File: config.mk
export PLATFORM = sky130hd
export DESIGN_NAME = image_header_check_and_copy_unit
export DESIGN_NICKNAME = d
export VERILOG_FILES = /design/src/ihc_pkg.sv /design/src/ihc_parse.sv /design/src/ihc_result.sv /design/src/image_header_check_and_copy_unit.sv
export VERILOG_INCLUDE_DIRS = /design/src /design/src/src
export SDC_FILE = /design/constraint.sdc
export NUM_CORES = 1
export LEC_CHECK = 0
export ABC_AREA = 1
export BUFFER_PORTS_ARGS = -buffer_cell sky130_fd_sc_hd__buf_2
export CELL_PAD_IN_SITES_DETAIL_PLACEMENT = 0
export CELL_PAD_IN_SITES_GLOBAL_PLACEMENT = 1
export CORE_ASPECT_RATIO = 0.7
export CORE_MARGIN = 4
export CORE_UTILIZATION = 25
export DETAILED_ROUTE_END_ITERATION = 16
export PLACE_DENSITY_LB_ADDON = 0.1
export SLEW_MARGIN = 15
export SYNTH_ARGS = -nofsm -noshare
export SYNTH_HDL_FRONTEND = slang
export SYNTH_SLANG_ARGS = --single-unit
File: constraint.sdc
create_clock -name clk -period 5.4 [get_ports clk]
set_input_delay 0.27 -clock clk [delete_from_list [all_inputs] [get_ports clk]]
set_output_delay 0.27 -clock clk [all_outputs]
set_load 0.02 [all_outputs]
File: src/image_header_check_and_copy_unit_defines.svh
// Assertion macros shared by the image header check and copy RTL.
`ifndef IMAGE_HEADER_CHECK_AND_COPY_UNIT_DEFINES_SVH
`define IMAGE_HEADER_CHECK_AND_COPY_UNIT_DEFINES_SVH

// Same-cycle implication, clocked on clk, off while rst is high.
`define IHC_ASSERT_NOW(label, ante, cons, msg) \
  label: assert property (@(posedge clk) disable iff (rst) (ante) |-> (cons)) \
    else $error(msg);

// Next-cycle implication, clocked on clk, off while rst is high.
`define IHC_ASSERT_NEXT(label, ante, cons, msg) \
  label: assert property (@(posedge clk) disable iff (rst) (ante) |=> (cons)) \
    else $error(msg);

`endif

File: src/ihc_pkg.sv
// Shared types and constants for the image header check and copy unit.
`default_nettype none
package ihc_pkg;

  localparam int unsigned HDR_BYTES = 16;
  localparam logic [31:0] COUNT_MAX = 32'hFFFF_FFFF;
  localparam logic [47:0] CODE_BASE_RESET = 48'h0080_0000_0000;

  // load status codes
  localparam logic [2:0] ST_OK        = 3'd0;
  localparam logic [2:0] ST_BAD_MAGIC = 3'd1;
  localparam logic [2:0] ST_BAD_HDR   = 3'd2;
  localparam logic [2:0] ST_BAD_CODE  = 3'd3;
  localparam logic [2:0] ST_BAD_ENTRY = 3'd4;
  localparam logic [2:0] ST_TRUNC     = 3'd5;

  // result kinds
  localparam logic RK_WRITE  = 1'b0;
  localparam logic RK_STATUS = 1'b1;

  // One parsed byte: an optional page write and, on the last byte, a header snapshot.
  typedef struct packed {
    logic        wr;
    logic        fin;
    logic [11:0] wr_off;
    logic [7:0]  wr_byte;
    logic [31:0] size;
    logic        magic_ok;
    logic [15:0] hdr_len;
    logic [15:0] entry_off;
    logic [31:0] code_len;
  } item_t;

  function automatic logic [7:0] magic_char(input logic [1:0] idx);
    logic [7:0] c;
    case (idx)
      2'd0: c = 8'h41;
      2'd1: c = 8'h57;
      2'd2: c = 8'h50;
      2'd3: c = 8'h31;
      default: c = 8'h00;
    endcase
    return c;
  endfunction

endpackage
`default_nettype wire

File: src/ihc_parse.sv
// Header field capture, byte counter and page write decision, with the input stage register.
`default_nettype none
module ihc_parse import ihc_pkg::*; #(
  parameter int unsigned PAGE_BYTES = 4096
) (
  input  wire logic       clk,
  input  wire logic       rst,
  input  wire logic       in_valid,
  output logic            in_ready,
  input  wire logic [7:0] in_byte,
  input  wire logic       in_last,
  input  wire logic       item_take,
  output logic            item_valid,
  output item_t           item
);

  localparam logic [31:0] PAGE_LIM = 32'(PAGE_BYTES);

  logic [31:0] byte_count, byte_count_next;
  logic        magic_good, magic_good_next;
  logic [15:0] header_length, header_length_next;
  logic [15:0] entry_offset_field, entry_offset_field_next;
  logic [31:0] code_length, code_length_next;
  logic [31:0] off;
  logic        wr;
  logic        fire;

  assign in_ready = !item_valid || item_take;
  assign fire     = in_valid && in_ready;

  always_comb begin
    magic_good_next         = magic_good;
    header_length_next      = header_length;
    entry_offset_field_next = entry_offset_field;
    code_length_next        = code_length;
    if (byte_count < 32'd4) begin
      if (in_byte != magic_char(byte_count[1:0])) magic_good_next = 1'b0;
    end else if (byte_count == 32'd4) begin
      header_length_next[7:0] = in_byte;
    end else if (byte_count == 32'd5) begin
      header_length_next[15:8] = in_byte;
    end else if (byte_count == 32'd6) begin
      entry_offset_field_next[7:0] = in_byte;
    end else if (byte_count == 32'd7) begin
      entry_offset_field_next[15:8] = in_byte;
    end else if (byte_count inside {[32'd8:32'd11]}) begin
      case (byte_count[1:0])
        2'd0: code_length_next[7:0]   = in_byte;
        2'd1: code_length_next[15:8]  = in_byte;
        2'd2: code_length_next[23:16] = in_byte;
        2'd3: code_length_next[31:24] = in_byte;
        default: code_length_next = code_length;
      endcase
    end
    byte_count_next = (byte_count == COUNT_MAX) ? byte_count : byte_count + 32'd1;
  end

  // header is complete from byte 16 on, so the stored length is final here
  assign off = byte_count - {16'd0, header_length};
  assign wr  = (byte_count >= 32'(HDR_BYTES)) && (byte_count >= {16'd0, header_length}) &&
               (off < code_length) && (off < PAGE_LIM);

  always_ff @(posedge clk) begin
    if (rst) begin
      byte_count         <= '0;
      magic_good         <= 1'b1;
      header_length      <= '0;
      entry_offset_field <= '0;
      code_length        <= '0;
      item_valid         <= 1'b0;
    end else begin
      if (fire) begin
        item_valid <= 1'b1;
        if (in_last) begin
          byte_count         <= '0;
          magic_good         <= 1'b1;
          header_length      <= '0;
          entry_offset_field <= '0;
          code_length        <= '0;
        end else begin
          byte_count         <= byte_count_next;
          magic_good         <= magic_good_next;
          header_length      <= header_length_next;
          entry_offset_field <= entry_offset_field_next;
          code_length        <= code_length_next;
        end
      end else if (item_take) begin
        item_valid <= 1'b0;
      end
    end
  end

  always_ff @(posedge clk) begin
    if (fire) begin
      item.wr        <= wr;
      item.fin       <= in_last;
      item.wr_off    <= off[11:0];
      item.wr_byte   <= in_byte;
      item.size      <= byte_count_next;
      item.magic_ok  <= magic_good_next;
      item.hdr_len   <= header_length_next;
      item.entry_off <= entry_offset_field_next;
      item.code_len  <= code_length_next;
    end
  end

endmodule
`default_nettype wire

File: src/ihc_result.sv
// Status check, entry point add and result register that sends a write and a status in turn.
`default_nettype none
module ihc_result import ihc_pkg::*; #(
  parameter int unsigned PAGE_BYTES = 4096
) (
  input  wire logic        clk,
  input  wire logic        rst,
  input  wire logic [47:0] code_base,
  input  wire logic        item_valid,
  output logic             item_take,
  input  wire item_t       item,
  output logic             out_valid,
  input  wire logic        out_ready,
  output logic             out_kind,
  output logic [11:0]      out_offset,
  output logic [7:0]       out_byte,
  output logic [2:0]       out_status,
  output logic [47:0]      out_addr,
  output logic             out_final
);

  localparam logic [31:0] PAGE_LIM = 32'(PAGE_BYTES);

  logic        wr_pend, st_pend;
  logic [11:0] wr_off;
  logic [7:0]  wr_byte;
  logic [2:0]  status;
  logic [47:0] entry_addr;
  logic [2:0]  status_next;
  logic [47:0] sum;
  logic        out_fire, drained, ready_up;

  always_comb begin
    if (item.size < 32'(HDR_BYTES) || !item.magic_ok) begin
      status_next = ST_BAD_MAGIC;
    end else if (item.hdr_len < 16'(HDR_BYTES) || {16'd0, item.hdr_len} > item.size) begin
      status_next = ST_BAD_HDR;
    end else if (item.code_len == 32'd0 || item.code_len > PAGE_LIM) begin
      status_next = ST_BAD_CODE;
    end else if ({16'd0, item.entry_off} >= item.code_len) begin
      status_next = ST_BAD_ENTRY;
    end else if (item.size - {16'd0, item.hdr_len} < item.code_len) begin
      status_next = ST_TRUNC;
    end else begin
      status_next = ST_OK;
    end
  end

  assign sum = code_base + {32'd0, item.entry_off};

  assign out_valid = wr_pend || st_pend;
  assign out_fire  = out_valid && out_ready;
  // the write goes first when both are pending
  assign drained   = out_fire && !(wr_pend && st_pend);
  assign ready_up  = !out_valid || drained;
  assign item_take = item_valid && ready_up;

  always_ff @(posedge clk) begin
    if (rst) begin
      wr_pend <= 1'b0;
      st_pend <= 1'b0;
    end else if (item_take) begin
      wr_pend <= item.wr;
      st_pend <= item.fin;
    end else if (out_fire) begin
      if (wr_pend) wr_pend <= 1'b0;
      else         st_pend <= 1'b0;
    end
  end

  always_ff @(posedge clk) begin
    if (item_take) begin
      wr_off     <= item.wr_off;
      wr_byte    <= item.wr_byte;
      status     <= status_next;
      entry_addr <= (status_next == ST_OK) ? sum : '0;
    end
  end

  assign out_kind   = wr_pend ? RK_WRITE : RK_STATUS;
  assign out_offset = wr_pend ? wr_off : '0;
  assign out_byte   = wr_pend ? wr_byte : '0;
  assign out_status = wr_pend ? ST_OK : status;
  assign out_addr   = wr_pend ? '0 : entry_addr;
  assign out_final  = !wr_pend;

endmodule
`default_nettype wire

File: src/image_header_check_and_copy_unit.sv
// Top level of the image header check and copy unit.
//
//  channel     dir  tdata fields (low bit up)                     tuser        tlast
//  s_axis      in   image_byte[7:0]                               -            last_byte
//  m_axis      out  write_offset, write_byte, load_status,        result_kind  final_flag
//                   entry_address, one zero pad bit
//  code_base   in   write enable code_base_we, data code_base_wdata
//
// Takes one image byte per cycle while m_axis keeps up. An accepted byte goes through
// the input stage register and then the result register to m_axis. The last byte of
// an image with a code write gives two output requests, write first. The input and
// result registers keep taking bytes while m_axis stalls until both are full. rst clears
// the parse state and sets code_base to 0x0080_0000_0000.
`default_nettype none
`include "image_header_check_and_copy_unit_defines.svh"
module image_header_check_and_copy_unit import ihc_pkg::*; #(
  parameter int unsigned PAGE_BYTES = 4096
) (
  input  wire logic        clk,
  input  wire logic        rst,
  input  wire logic        s_axis_tvalid,
  output logic             s_axis_tready,
  input  wire logic [7:0]  s_axis_tdata,   // [7:0] image_byte
  input  wire logic        s_axis_tlast,
  output logic             m_axis_tvalid,
  input  wire logic        m_axis_tready,
  // [11:0] write_offset, [19:12] write_byte, [22:20] load_status,
  // [70:23] entry_address, [71] zero
  output logic [71:0]      m_axis_tdata,
  output logic             m_axis_tuser,   // [0] result_kind
  output logic             m_axis_tlast,
  input  wire logic        code_base_we,
  input  wire logic [47:0] code_base_wdata
);

  logic [47:0] code_base;
  logic        item_valid, item_take;
  item_t       item;
  logic [11:0] out_offset;
  logic [7:0]  out_byte;
  logic [2:0]  out_status;
  logic [47:0] out_addr;

  always_ff @(posedge clk) begin
    if (rst) code_base <= CODE_BASE_RESET;
    else if (code_base_we) code_base <= code_base_wdata;
  end

  ihc_parse #(.PAGE_BYTES(PAGE_BYTES)) u_parse (
    .clk        (clk),
    .rst        (rst),
    .in_valid   (s_axis_tvalid),
    .in_ready   (s_axis_tready),
    .in_byte    (s_axis_tdata),
    .in_last    (s_axis_tlast),
    .item_take  (item_take),
    .item_valid (item_valid),
    .item       (item)
  );

  ihc_result #(.PAGE_BYTES(PAGE_BYTES)) u_result (
    .clk        (clk),
    .rst        (rst),
    .code_base  (code_base),
    .item_valid (item_valid),
    .item_take  (item_take),
    .item       (item),
    .out_valid  (m_axis_tvalid),
    .out_ready  (m_axis_tready),
    .out_kind   (m_axis_tuser),
    .out_offset (out_offset),
    .out_byte   (out_byte),
    .out_status (out_status),
    .out_addr   (out_addr),
    .out_final  (m_axis_tlast)
  );

  assign m_axis_tdata = {1'b0, out_addr, out_status, out_byte, out_offset};

  `IHC_ASSERT_NOW(a_write_no_status, m_axis_tvalid && m_axis_tuser == RK_WRITE,
    m_axis_tdata[70:20] == '0 && !m_axis_tlast, "write request carries status fields")
  `IHC_ASSERT_NOW(a_bad_status_no_addr,
    m_axis_tvalid && m_axis_tuser == RK_STATUS && m_axis_tdata[22:20] != ST_OK,
    m_axis_tdata[70:23] == '0, "entry address set on failed load")
  `IHC_ASSERT_NOW(a_stall_only_full, !s_axis_tready, item_valid && m_axis_tvalid,
    "input stalled with a free stage")
  `IHC_ASSERT_NEXT(a_hold_while_stalled, m_axis_tvalid && !m_axis_tready,
    m_axis_tvalid && $stable(m_axis_tdata) && $stable(m_axis_tuser) && $stable(m_axis_tlast),
    "request changed while stalled")

endmodule
`default_nettype wire
# After elaboration in Yosys (flattened, before gate mapping)
# Cells that the tools add are included.
dict set report word_totals {
  inputBits 62
  output_inout_bits 76
  register_bits 338
}
dict set report classes {
  n_eq_ne 10
  add_sub_neg 4
  n_reduce_logical 26
  order_cmp 13
  muxes 47
}
# operator count
set op_table {}
lappend op_table {{32-bit two-way mux} 9}
lappend op_table {{32-bit by 3-bit == test with 1-bit output (second input constant)} 4}
lappend op_table {{16-bit two-way mux} 6}
lappend op_table {{8-bit two-way mux} 12}
lappend op_table {{32-bit < comparator} 2}
lappend op_table {{32-bit by 16-bit subtractor with 32-bit output} 2}
lappend op_table {{48-bit by 16-bit adder with 48-bit output} 1}
lappend op_table {{48-bit two-way mux} 1}
lappend op_table {{32-bit by 1-bit adder with 32-bit output (second input constant)} 1}
lappend op_table {{32-bit == test (second input constant)} 1}
lappend op_table {{16-bit by 32-bit >= comparator with 1-bit output} 1}
lappend op_table {{32-bit by 16-bit >= comparator with 1-bit output} 1}
lappend op_table {{32-bit by 4-bit >= comparator with 1-bit output (second input constant)} 1}
lappend op_table {{32-bit by 5-bit >= comparator with 1-bit output (second input constant)} 1}
lappend op_table {{16-bit by 32-bit > comparator with 1-bit output} 1}
lappend op_table {{32-bit by 13-bit > comparator with 1-bit output (second input constant)} 1}
lappend op_table {{32-bit by 4-bit <= comparator with 1-bit output (second input constant)} 1}
lappend op_table {{32-bit logical NOT} 1}
lappend op_table {{32-bit by 13-bit < comparator with 1-bit output (second input constant)} 1}
lappend op_table {{32-bit by 3-bit < comparator with 1-bit output (second input constant)} 1}
lappend op_table {{32-bit by 5-bit < comparator with 1-bit output (second input constant)} 1}
lappend op_table {{8-bit one-hot mux with 4 select lines} 1}
lappend op_table {{3-bit two-way mux} 6}
lappend op_table {{16-bit by 5-bit < comparator with 1-bit output (second input constant)} 1}
lappend op_table {{other kinds (13)} 42}

# Longest topological paths before layout
# Gate-level depths: netlist (run 1).
dict set report logic_depth {
  ltp_word 9
  ltp_mapped 29
  ltp_nobuf 29
}

# Cells and area by module
# A second synthesis (run 1) with hierarchy kept.
dict set report unflattened {
  hier_cells 2966
  hier_area_um2 21529.4
}
# module cells_each area_per_inst_um2 instances
set modules_own_cells {}
lappend modules_own_cells {ihc_parse 1483 11706.2 1}
lappend modules_own_cells {ihc_result 1177 7830.0 1}
lappend modules_own_cells {image_header_check_and_copy_unit 306 1993.2 1}

# Worst setup path after synthesis (run 1)
# Ideal clock, no wire load.
dict set report synth_timing {
  path_kind {register -> register}
  startpoint {reg u_result.wr_pend}
  endpoint {reg u_parse.magic_good}
  period_less_slack_ns 4.254
  setup_ns 0.075
  path_slack_ns 1.146
  stages_incl_launch_ff 11
  t_arrival_ns 4.179
  path_cell_list {dfxtp_1 -> inv_1 -> a21oi_1 -> a21oi_1 -> inv_1 -> nand2_1 -> nand2_1 -> buf_2 -> inv_1 -> o21ai_0 -> nand3_1}
}
dict set report synth_between {
  elab_chain_len 7
}
# element line
set synth_rtl {}
lappend synth_rtl {{from (decl)} ihc_result.sv:24} ;# logic wr_pend, st_pend;
lappend synth_rtl {{from (signal assigned)} ihc_result.sv:63} ;# wr_pend <= item.wr;
lappend synth_rtl {{1-bit logical OR / 1-bit logical AND (equally long branches)} {ihc_result.sv:51, ihc_result.sv:54}}
lappend synth_rtl {{1-bit logical AND / 1-bit logical NOT (equally long branches)} {ihc_result.sv:52, ihc_result.sv:54}}
lappend synth_rtl {{1-bit logical AND} ihc_result.sv:54} ;# assign drained = out_fire && !(wr_pend && st_pend);
lappend synth_rtl {{1-bit logical OR *} ihc_result.sv:55} ;# assign ready_up = !out_valid || drained;
lappend synth_rtl {{1-bit logical AND *} ihc_result.sv:56} ;# assign item_take = item_valid && ready_up;
lappend synth_rtl {{1-bit logical OR *} ihc_parse.sv:28} ;# assign in_ready = !item_valid || item_take;
lappend synth_rtl {{via s_axis_tready} image_header_check_and_copy_unit.sv:22} ;# output logic s_axis_tready,
lappend synth_rtl {{1-bit logical AND *} ihc_parse.sv:29} ;# assign fire = in_valid && in_ready;
lappend synth_rtl {{via u_parse.fire} ihc_parse.sv:26} ;# logic fire;
lappend synth_rtl {{to (signal assigned)} ihc_parse.sv:82} ;# magic_good <= magic_good_next;
lappend synth_rtl {{to (decl)} ihc_parse.sv:20} ;# logic magic_good, magic_good_next;
# The timed path passes the listed nets; every way through them passes the cells marked *.
# A chain may end at the register's enable or synchronous reset.

# Worst setup path after layout (run 1)
dict set report layout_timing {
  startpoint {reg, netlist name u_parse.item[66]}
  endpoint {reg u_result.entry_addr[47] (data pin)}
}
dict set report layout_between {
  elab_chain_len 8
}
# element line
set layout_rtl {}
lappend layout_rtl {{32-bit by 16-bit subtractor with 32-bit output} ihc_result.sv:42} ;# end else if (item.size - {16'd0, item.hdr_len} < item.code_len) begin
lappend layout_rtl {{32-bit < comparator} ihc_result.sv:42}
lappend layout_rtl {{3-bit two-way mux} ihc_result.sv:42}
lappend layout_rtl {{3-bit two-way mux} ihc_result.sv:40} ;# end else if ({16'd0, item.entry_off} >= item.code_len) begin
lappend layout_rtl {{3-bit two-way mux} ihc_result.sv:38} ;# end else if (item.code_len == 32'd0 || item.code_len > PAGE_LIM) begin
lappend layout_rtl {{3-bit two-way mux} ihc_result.sv:36} ;# end else if (item.hdr_len < 16'(HDR_BYTES) || {16'd0, item.hdr_len} > item.size) begin
lappend layout_rtl {{3-bit two-way mux *} ihc_result.sv:34} ;# if (item.size < 32'(HDR_BYTES) || !item.magic_ok) begin
lappend layout_rtl {{3-bit logical NOT *} ihc_result.sv:76} ;# entry_addr <= (status_next == ST_OK) ? sum : '0;
lappend layout_rtl {{to (signal assigned)} ihc_result.sv:76}
lappend layout_rtl {{to (decl)} ihc_result.sv:28} ;# logic [47:0] entry_addr;
# Every way passes the cells marked *; elsewhere a longest branch is shown, timed or not.

==> summary.md, run 1 <==
| Metric | Value |
|---|---|
| Status | `completed` |
| Synth area leader | `edfxtp_1` |
| DP Area | `22,400 um^2` |
| Leakage | `10.6 nW` |
| Worst setup SP type | `register` |
| Most frequent cells in the layout | `nand2_1, inv_1, nor2_1` |
| Pins Over Slew Limit | `0` |
| FF-to-FF End | `u_result.entry_addr[47]` |
| Crit-path max cell delay | `0.52 ns` |
| H-tree levels | `2` |
| Layout fillers | `8,803` |
| Worst Clk Skew | `0.0283 ns` |
| Core area | `81,100 um^2` |
| Initial Utilization | `0.254` |
| Reg2reg setup slack | `0.93 ns` |
| Critical path type | `register to register` |
| Library cells used by synthesis | `56` |
| Post-Layout Cell Count | `3,965` |
| Num rows | `87` |
| Async set or reset register ratio after synthesis | `0` |
| Routability Congestion | `0.858` |
| Area Growth Syn to Fin | `17.1%` |
| Wire per inst | `19.2 um` |
| Primary FF master, synth | `edfxtp_1` |
| Critical Path Most Common Cell | `nand2_1` |
| Chip width | `351 um` |
| CP max FO | `13` |
| Pre-Repair DR Iteration Count | `5` |
| Vias in the first global route | `17,631` |
| Largest net degree at the start of global routing | `78` |
| Syn_nets | `2,906` |
| CP endpoint kind | `register` |
| Area of the multi-input gates | `10,200 um^2` |
| Crit. path cell count | `20` |
| Seq/Total Area, Yosys | `0.420` |
| Grt ovf | `0` |
| Yosys top cell area share | `0.277` |
| PD cells | `263 nW/um^2` |
| R2R Path Start | `u_parse.item[66]` |
| Number of synthesized flops with an enable pin | `190` |
| Yosys warns | `0` |
| Hold path depth | `3` |
| Final Hold Fails | `0` |
| Iter 0 DRT Violations | `1,264` |
| Slew headroom | `0.299` |
| Clock root cell | `clkbuf_16` |
| Dpl hpwl | `58,700 um` |
| Seq cells post-synth | `338` |
| Die H | `248 um` |
| Die ar. | `87,200 um^2` |
| Req. time, crit path | `5.82 ns` |
| Postcts setup bufs | `0` |
| Most common cell after layout, fill and taps aside | `nand2_1` |
| Num ports | `138` |
| Post-route DRC | `0` |
| CP bufs+invs | `0` |
| Register area | `8670 um^2` |
| Core Util, Final | `0.298` |
| Sum Neg Setup Slack | `0 ns` |
| RSZ-0062 raised after global routing | `false` |
| Total Routing Usage GR | `0.173` |
| Post-Syn Area | `20,600 um^2` |
| First-pass GRT wire length | `113,000 um` |
| Layout cell share with drive strength beyond 1 | `0.103` |
| Actual slew at the worst max-slew pin | `1.05 ns` |
| CTS tree | `yes` |
| Max Freq | `224 MHz` |
| Maximum vdd drop | `0.000191 V` |
| Arrival time worst endpoint | `4.89 ns` |
| CTS buffer count | `40` |
| Hold Path Sink | `code_base[27]` |
| Worst reg-to-reg path cell count | `20` |
| Design area | `24,100 um^2` |
| Cell Chain, Critical Path | `ha_1, nand2_1, nor2_1, a211oi_1, o21ai_1, a21boi_0, o21bai_1, nand2_1, nand2_1, o21ai_1, nand2_1, ha_1, nand4_1, nor4_1, nand2_1, nand2_1, nand2_1, nor2_2, nand2_1, nor2_1` |
| Clk Latency, worst-skew pair | `0.57 ns` |
| CP delay by family, top | `simple AND/OR/NAND/NOR gates` |
| Placed Instances | `3,849` |
| Antenna Violating Nets Remaining | `0` |
| Final Setup Violations | `0` |
| Max-cap violations | `0` |
| Clock slew at reported path FFs | `0.06 ns` |
| Fin crit share | `0.828` |
| Vias/cell | `4.61` |
| Average size of a mapped cell | `7.61 um^2` |
| Nets | `3,059` |
| Slowest-stage cell, CP | `nor2_2` |
| # port buffers | `136` |
| Sink Count | `338` |
| Hold path startpoint | `code_base_wdata[27]` |
| Routed WL | `76,000 um` |
| Mapped Cells | `2,710` |
| Top cells by area, synth | `edfxtp_1, dfxtp_1, nand2_1, ha_1, inv_1` |
| Via count | `18,280` |
| Fin crit period | `4.47 ns` |
| Min Hold Slack | `0.0300 ns` |
| Clock buffer depth | `3` |
| Hold Path Class | `input port to register` |
| Initial antenna violation count | `3` |
==> cell type report <==
cell class,count,share of cell area
multi-input combinational,1912,0.421
inverter,384,0.0600
sequential,338,0.359
timing repair buffer,187,0.0493
clock buffer,55,0.0472
antenna,2,0.000207
tap,1068,0.0554
clock inverter,19,0.00783
==> cells in the mapped netlist, types with 8 or more instances <==
cell	number
a21o_1	8
a21oi_1	239
buf_2	19
clkbuf_1	44
dfxtp_1	148
edfxtp_1	190
ha_1	131
inv_1	372
inv_2	9
nand2_1	708
nand3_1	83
nand4_1	41
nor2_1	322
nor3_1	50
nor4_1	26
o211ai_1	12
o21ai_0	101
o21ai_1	8
o21ai_2	27
or2_2	8
xnor2_1	18
xor2_1	64
==> sequential cells by signal, indices dropped and copies added (netlist names) <==
register	flops
u_parse.item_valid	1
u_result.wr_pend	1
u_parse.entry_offset_field	16
u_parse.magic_good	1
u_parse.byte_count	32
u_result.wr_off	12
u_result.entry_addr	48
u_parse.item	119
u_result.status	3
u_result.st_pend	1
u_parse.code_length	32
u_result.wr_byte	8
u_parse.header_length	16
code_base	48
==> through the flow <==
| stage | worst slack, ns | total power [mW] |
|---|---|---|
| 6_report | 0.930 | 6.34 |
| 5_1_grt | 0.217 | 6.64 |
| 4_1_cts | 0.822 | 6.46 |
| 3_5_place_dp | 0.877 | 3.57 |
| 3_3_place_gp | 1.00 | 3.57 |
| 2_1_floorplan | 1.15 | 3.31 |
==> worst max-delay path by stage <==
stage / from / endpoint / slack, ns
6_report: u_parse.item[66] / u_result.entry_addr[47] / 0.93
5_1_grt: u_parse.item[66] / u_result.entry_addr[40] / 0.22
4_1_cts: u_parse.item[66] / u_result.entry_addr[47] / 0.82
3_5_place_dp: u_parse.item[66] / u_result.entry_addr[40] / 0.88
3_3_place_gp: u_parse.item[50] / u_result.entry_addr[36] / 1.00
2_1_floorplan: u_result.wr_pend / u_parse.magic_good / 1.15
==> power breakdown <==
group,switching (mW),total [mW],internal (mW)
sequential,0.0564,2.86,2.80
clock,1.18,2.81,1.63
combinational,0.459,0.673,0.214
==> repair_timing <==
action | 4_1_cts | 5_1_grt
endpoints found under the hold margin | 40 | 0
hold buffers | 40 | 0
gates resized for setup | 0 | 0
==> worst reg2reg max path: cells and delay by family (launching register included) <==
kind	cells	cell delay [ns]
compound gates	5	1.37
simple gates	13	1.95
fa+ha+maj	2	0.59
flops	1	0.43
==> cell families after synthesis <==
kind of cell,Yosys count,synth area share
other cells,1,0.000182
compound gates,419,0.113
xor+xnor,82,0.0348
fa+ha+maj,134,0.0824
flops,338,0.420
simple gates,1276,0.262
buf+inv,460,0.0876
==> routing by layer <==
layer,vias to the layer above,global-route usage,part of all wire
li1,9155,-,-
met1,8661,0.273,0.53
met2,386,0.241,0.39
met3,78,0.0295,0.060
met4,0,0.0360,0.019
met5,-,0,0
Power figures use the tool's default switching activity.
==> inputs of run 2 (changes only) <==
==> constraint.sdc (replaced) <==
create_clock -name clk -period 4.4 [get_ports clk]
set_input_delay 0.22 -clock clk [delete_from_list [all_inputs] [get_ports clk]]
set_output_delay 0.22 -clock clk [all_outputs]
set_load 0.02 [all_outputs]
==> run 2 against run 1 <==
- count of clock-buffer cells in the layout down 2
- sequential cell count unchanged
- global-route usage up 0.32 points
- sequential share of layout area down 0.34 points
- via count up 0.81%
- clock skew down 0.00078 ns
- combinational power up 29%
- non-clock buffer count up 39
- die area unchanged
- maximum frequency up 13%
- sequential power up 22%
- critical path type unchanged
- largest power group unchanged
==> summary.md, run 2 (synthesis results as in run 1) <==
| Metric | Value |
|---|---|
| Vias in the first global route | `18,046` |
| Num ports | `138` |
| Area Growth Syn to Fin | `18.2%` |
| Fin crit share | `0.899` |
| DP Area | `22,600 um^2` |
| Post-route DRC | `0` |
| Total Routing Usage GR | `0.176` |
| Max-cap violations | `0` |
| CTS tree | `yes` |
| Final Hold Fails | `0` |
| Wire per inst | `19.3 um` |
| Worst Clk Skew | `0.0276 ns` |
| Core area | `81,100 um^2` |
| Fin crit period | `3.96 ns` |
| Maximum vdd drop | `0.000254 V` |
| Most frequent cells in the layout | `nand2_1, inv_1, nor2_1` |
| RSZ-0062 raised after global routing | `false` |
| Arrival time worst endpoint | `4.25 ns` |
| Critical path type | `register to register` |
| Max Freq | `253 MHz` |
| Worst setup SP type | `register` |
| Pins Over Slew Limit | `0` |
| Clock slew at reported path FFs | `0.06 ns` |
| CP Launch Point | `u_parse.item[65]` |
| Biggest regs | `u_parse.item (119), code_base (48), u_result.entry_addr (48)` |
| Hold path startpoint | `s_axis_tlast` |
| Routability Congestion | `0.851` |
| R2R Path Start | `u_parse.item[65]` |
| First-pass GRT wire length | `115,000 um` |
| CTS buffer count | `39` |
| Vias/cell | `4.61` |
| Crit-path max cell delay | `0.40 ns` |
| Clk Latency, worst-skew pair | `0.57 ns` |
| Layout cell share with drive strength beyond 1 | `0.109` |
| Hold Path Class | `input port to register` |
| Sink Count | `338` |
| Clock root cell | `clkbuf_16` |
| Final Setup Violations | `0` |
| Slew headroom | `0.310` |
| Clock buffer depth | `3` |
| Nets | `3,097` |
| ANT cells | `0` |
| Slowest-stage cell, CP | `fa_1` |
| Largest net degree at the start of global routing | `79` |
| Grt ovf | `0` |
| # port buffers | `136` |
| Leakage | `10.7 nW` |
| Via count | `18,428` |
| CP endpoint kind | `register` |
| Cell Chain, Critical Path | `inv_1, ha_1, inv_1, fa_1, nand3_1, nand2_1, a21oi_2, o21ai_2, nand3_1, nand2_1, inv_1, nand3_1, nor2_1, xor2_1, ha_1, nand4_1, inv_1, nand2_1, o211ai_1, a21oi_2, nand2_1, nand4_2, buf_12, nor2_1` |
| Sum Neg Setup Slack | `0 ns` |
| Req. time, crit path | `4.70 ns` |
| CP bufs+invs | `5` |
| PD cells | `308 nW/um^2` |
| Pre-Repair DR Iteration Count | `5` |
| Initial Utilization | `0.254` |
| Chip width | `351 um` |
| CP delay by family, top | `simple AND/OR/NAND/NOR gates` |
| Status | `completed` |
| Design area | `24,400 um^2` |
| Most common cell after layout, fill and taps aside | `nand2_1` |
| Routed WL | `77,100 um` |
| Initial antenna violation count | `3` |
| Die ar. | `87,200 um^2` |
| Biggest register | `u_parse.item` |
| CP max FO | `35` |
| Die H | `248 um` |
| Num rows | `87` |
| H-tree levels | `2` |
| Dpl hpwl | `59,900 um` |
| Actual slew at the worst max-slew pin | `1.03 ns` |
| Antenna Violating Nets Remaining | `0` |
| Core Util, Final | `0.301` |
| Largest register FFs | `119` |
| Iter 0 DRT Violations | `1,336` |
## run 2: cell type report
cell class	count	area, um^2
fill	8800	56700
multi-input combinational	1912	10200
sequential	338	8670
timing repair buffer	226	1560
inverter	384	1450
tap	1068	1340
clock buffer	53	1050
clock inverter	16	115
## run 2: metal layers
metal / track usage / vias up / part of all wire
met1: 0.277 / 8755 / 0.54
met2: 0.249 / 383 / 0.40
met3: 0.0322 / 65 / 0.054
li1: - / 9225 / -
met4: 0.0306 / 0 / 0.014
met5: 0 / - / 0
## run 2: path summary, 6_finish.rpt
kind / slack, ns / to / cells past startpoint
max: 0.44 / u_result.entry_addr[2] / 24
min: 0.05 / u_parse.item[117] / 1
max reg2reg: 0.44 / u_result.entry_addr[2] / 24
min reg2reg: 0.42 / u_result.wr_off[5] / 0
## run 2: timing repair
action,4_1_cts,5_1_grt
endpoints found under the hold margin,57,0
hold buffers,57,0
gates resized for setup,0,10
buffers inserted,0,1
setup endpoints to repair,0,50
## run 2: stage by stage
| stage | std cells | total power [mW] | setup slack [ns] | hold slack [ns] |
|---|---|---|---|---|
| after floorplan | 2710 | 4.07 | 0.146 | 0.319 |
| after global placement | 3870 | 4.39 | 0.236 | 0.408 |
| after detailed placement | 3870 | 4.40 | 0.186 | 0.406 |
| after CTS | 3996 | 7.63 | 0.161 | 0.00259 |
| after global routing | 3997 | 7.88 | 0.0437 | 0.0327 |
| final | 3997 | 7.50 | 0.445 | 0.0483 |
## run 2: report_power, final
part | switching (mW) | internal (mW) | total [mW] | leakage, nW
Clock | 1.40 | 1.73 | 3.13 | 0.562
Combinational | 0.579 | 0.287 | 0.866 | 7.00
Sequential | 0.0672 | 3.44 | 3.50 | 3.12
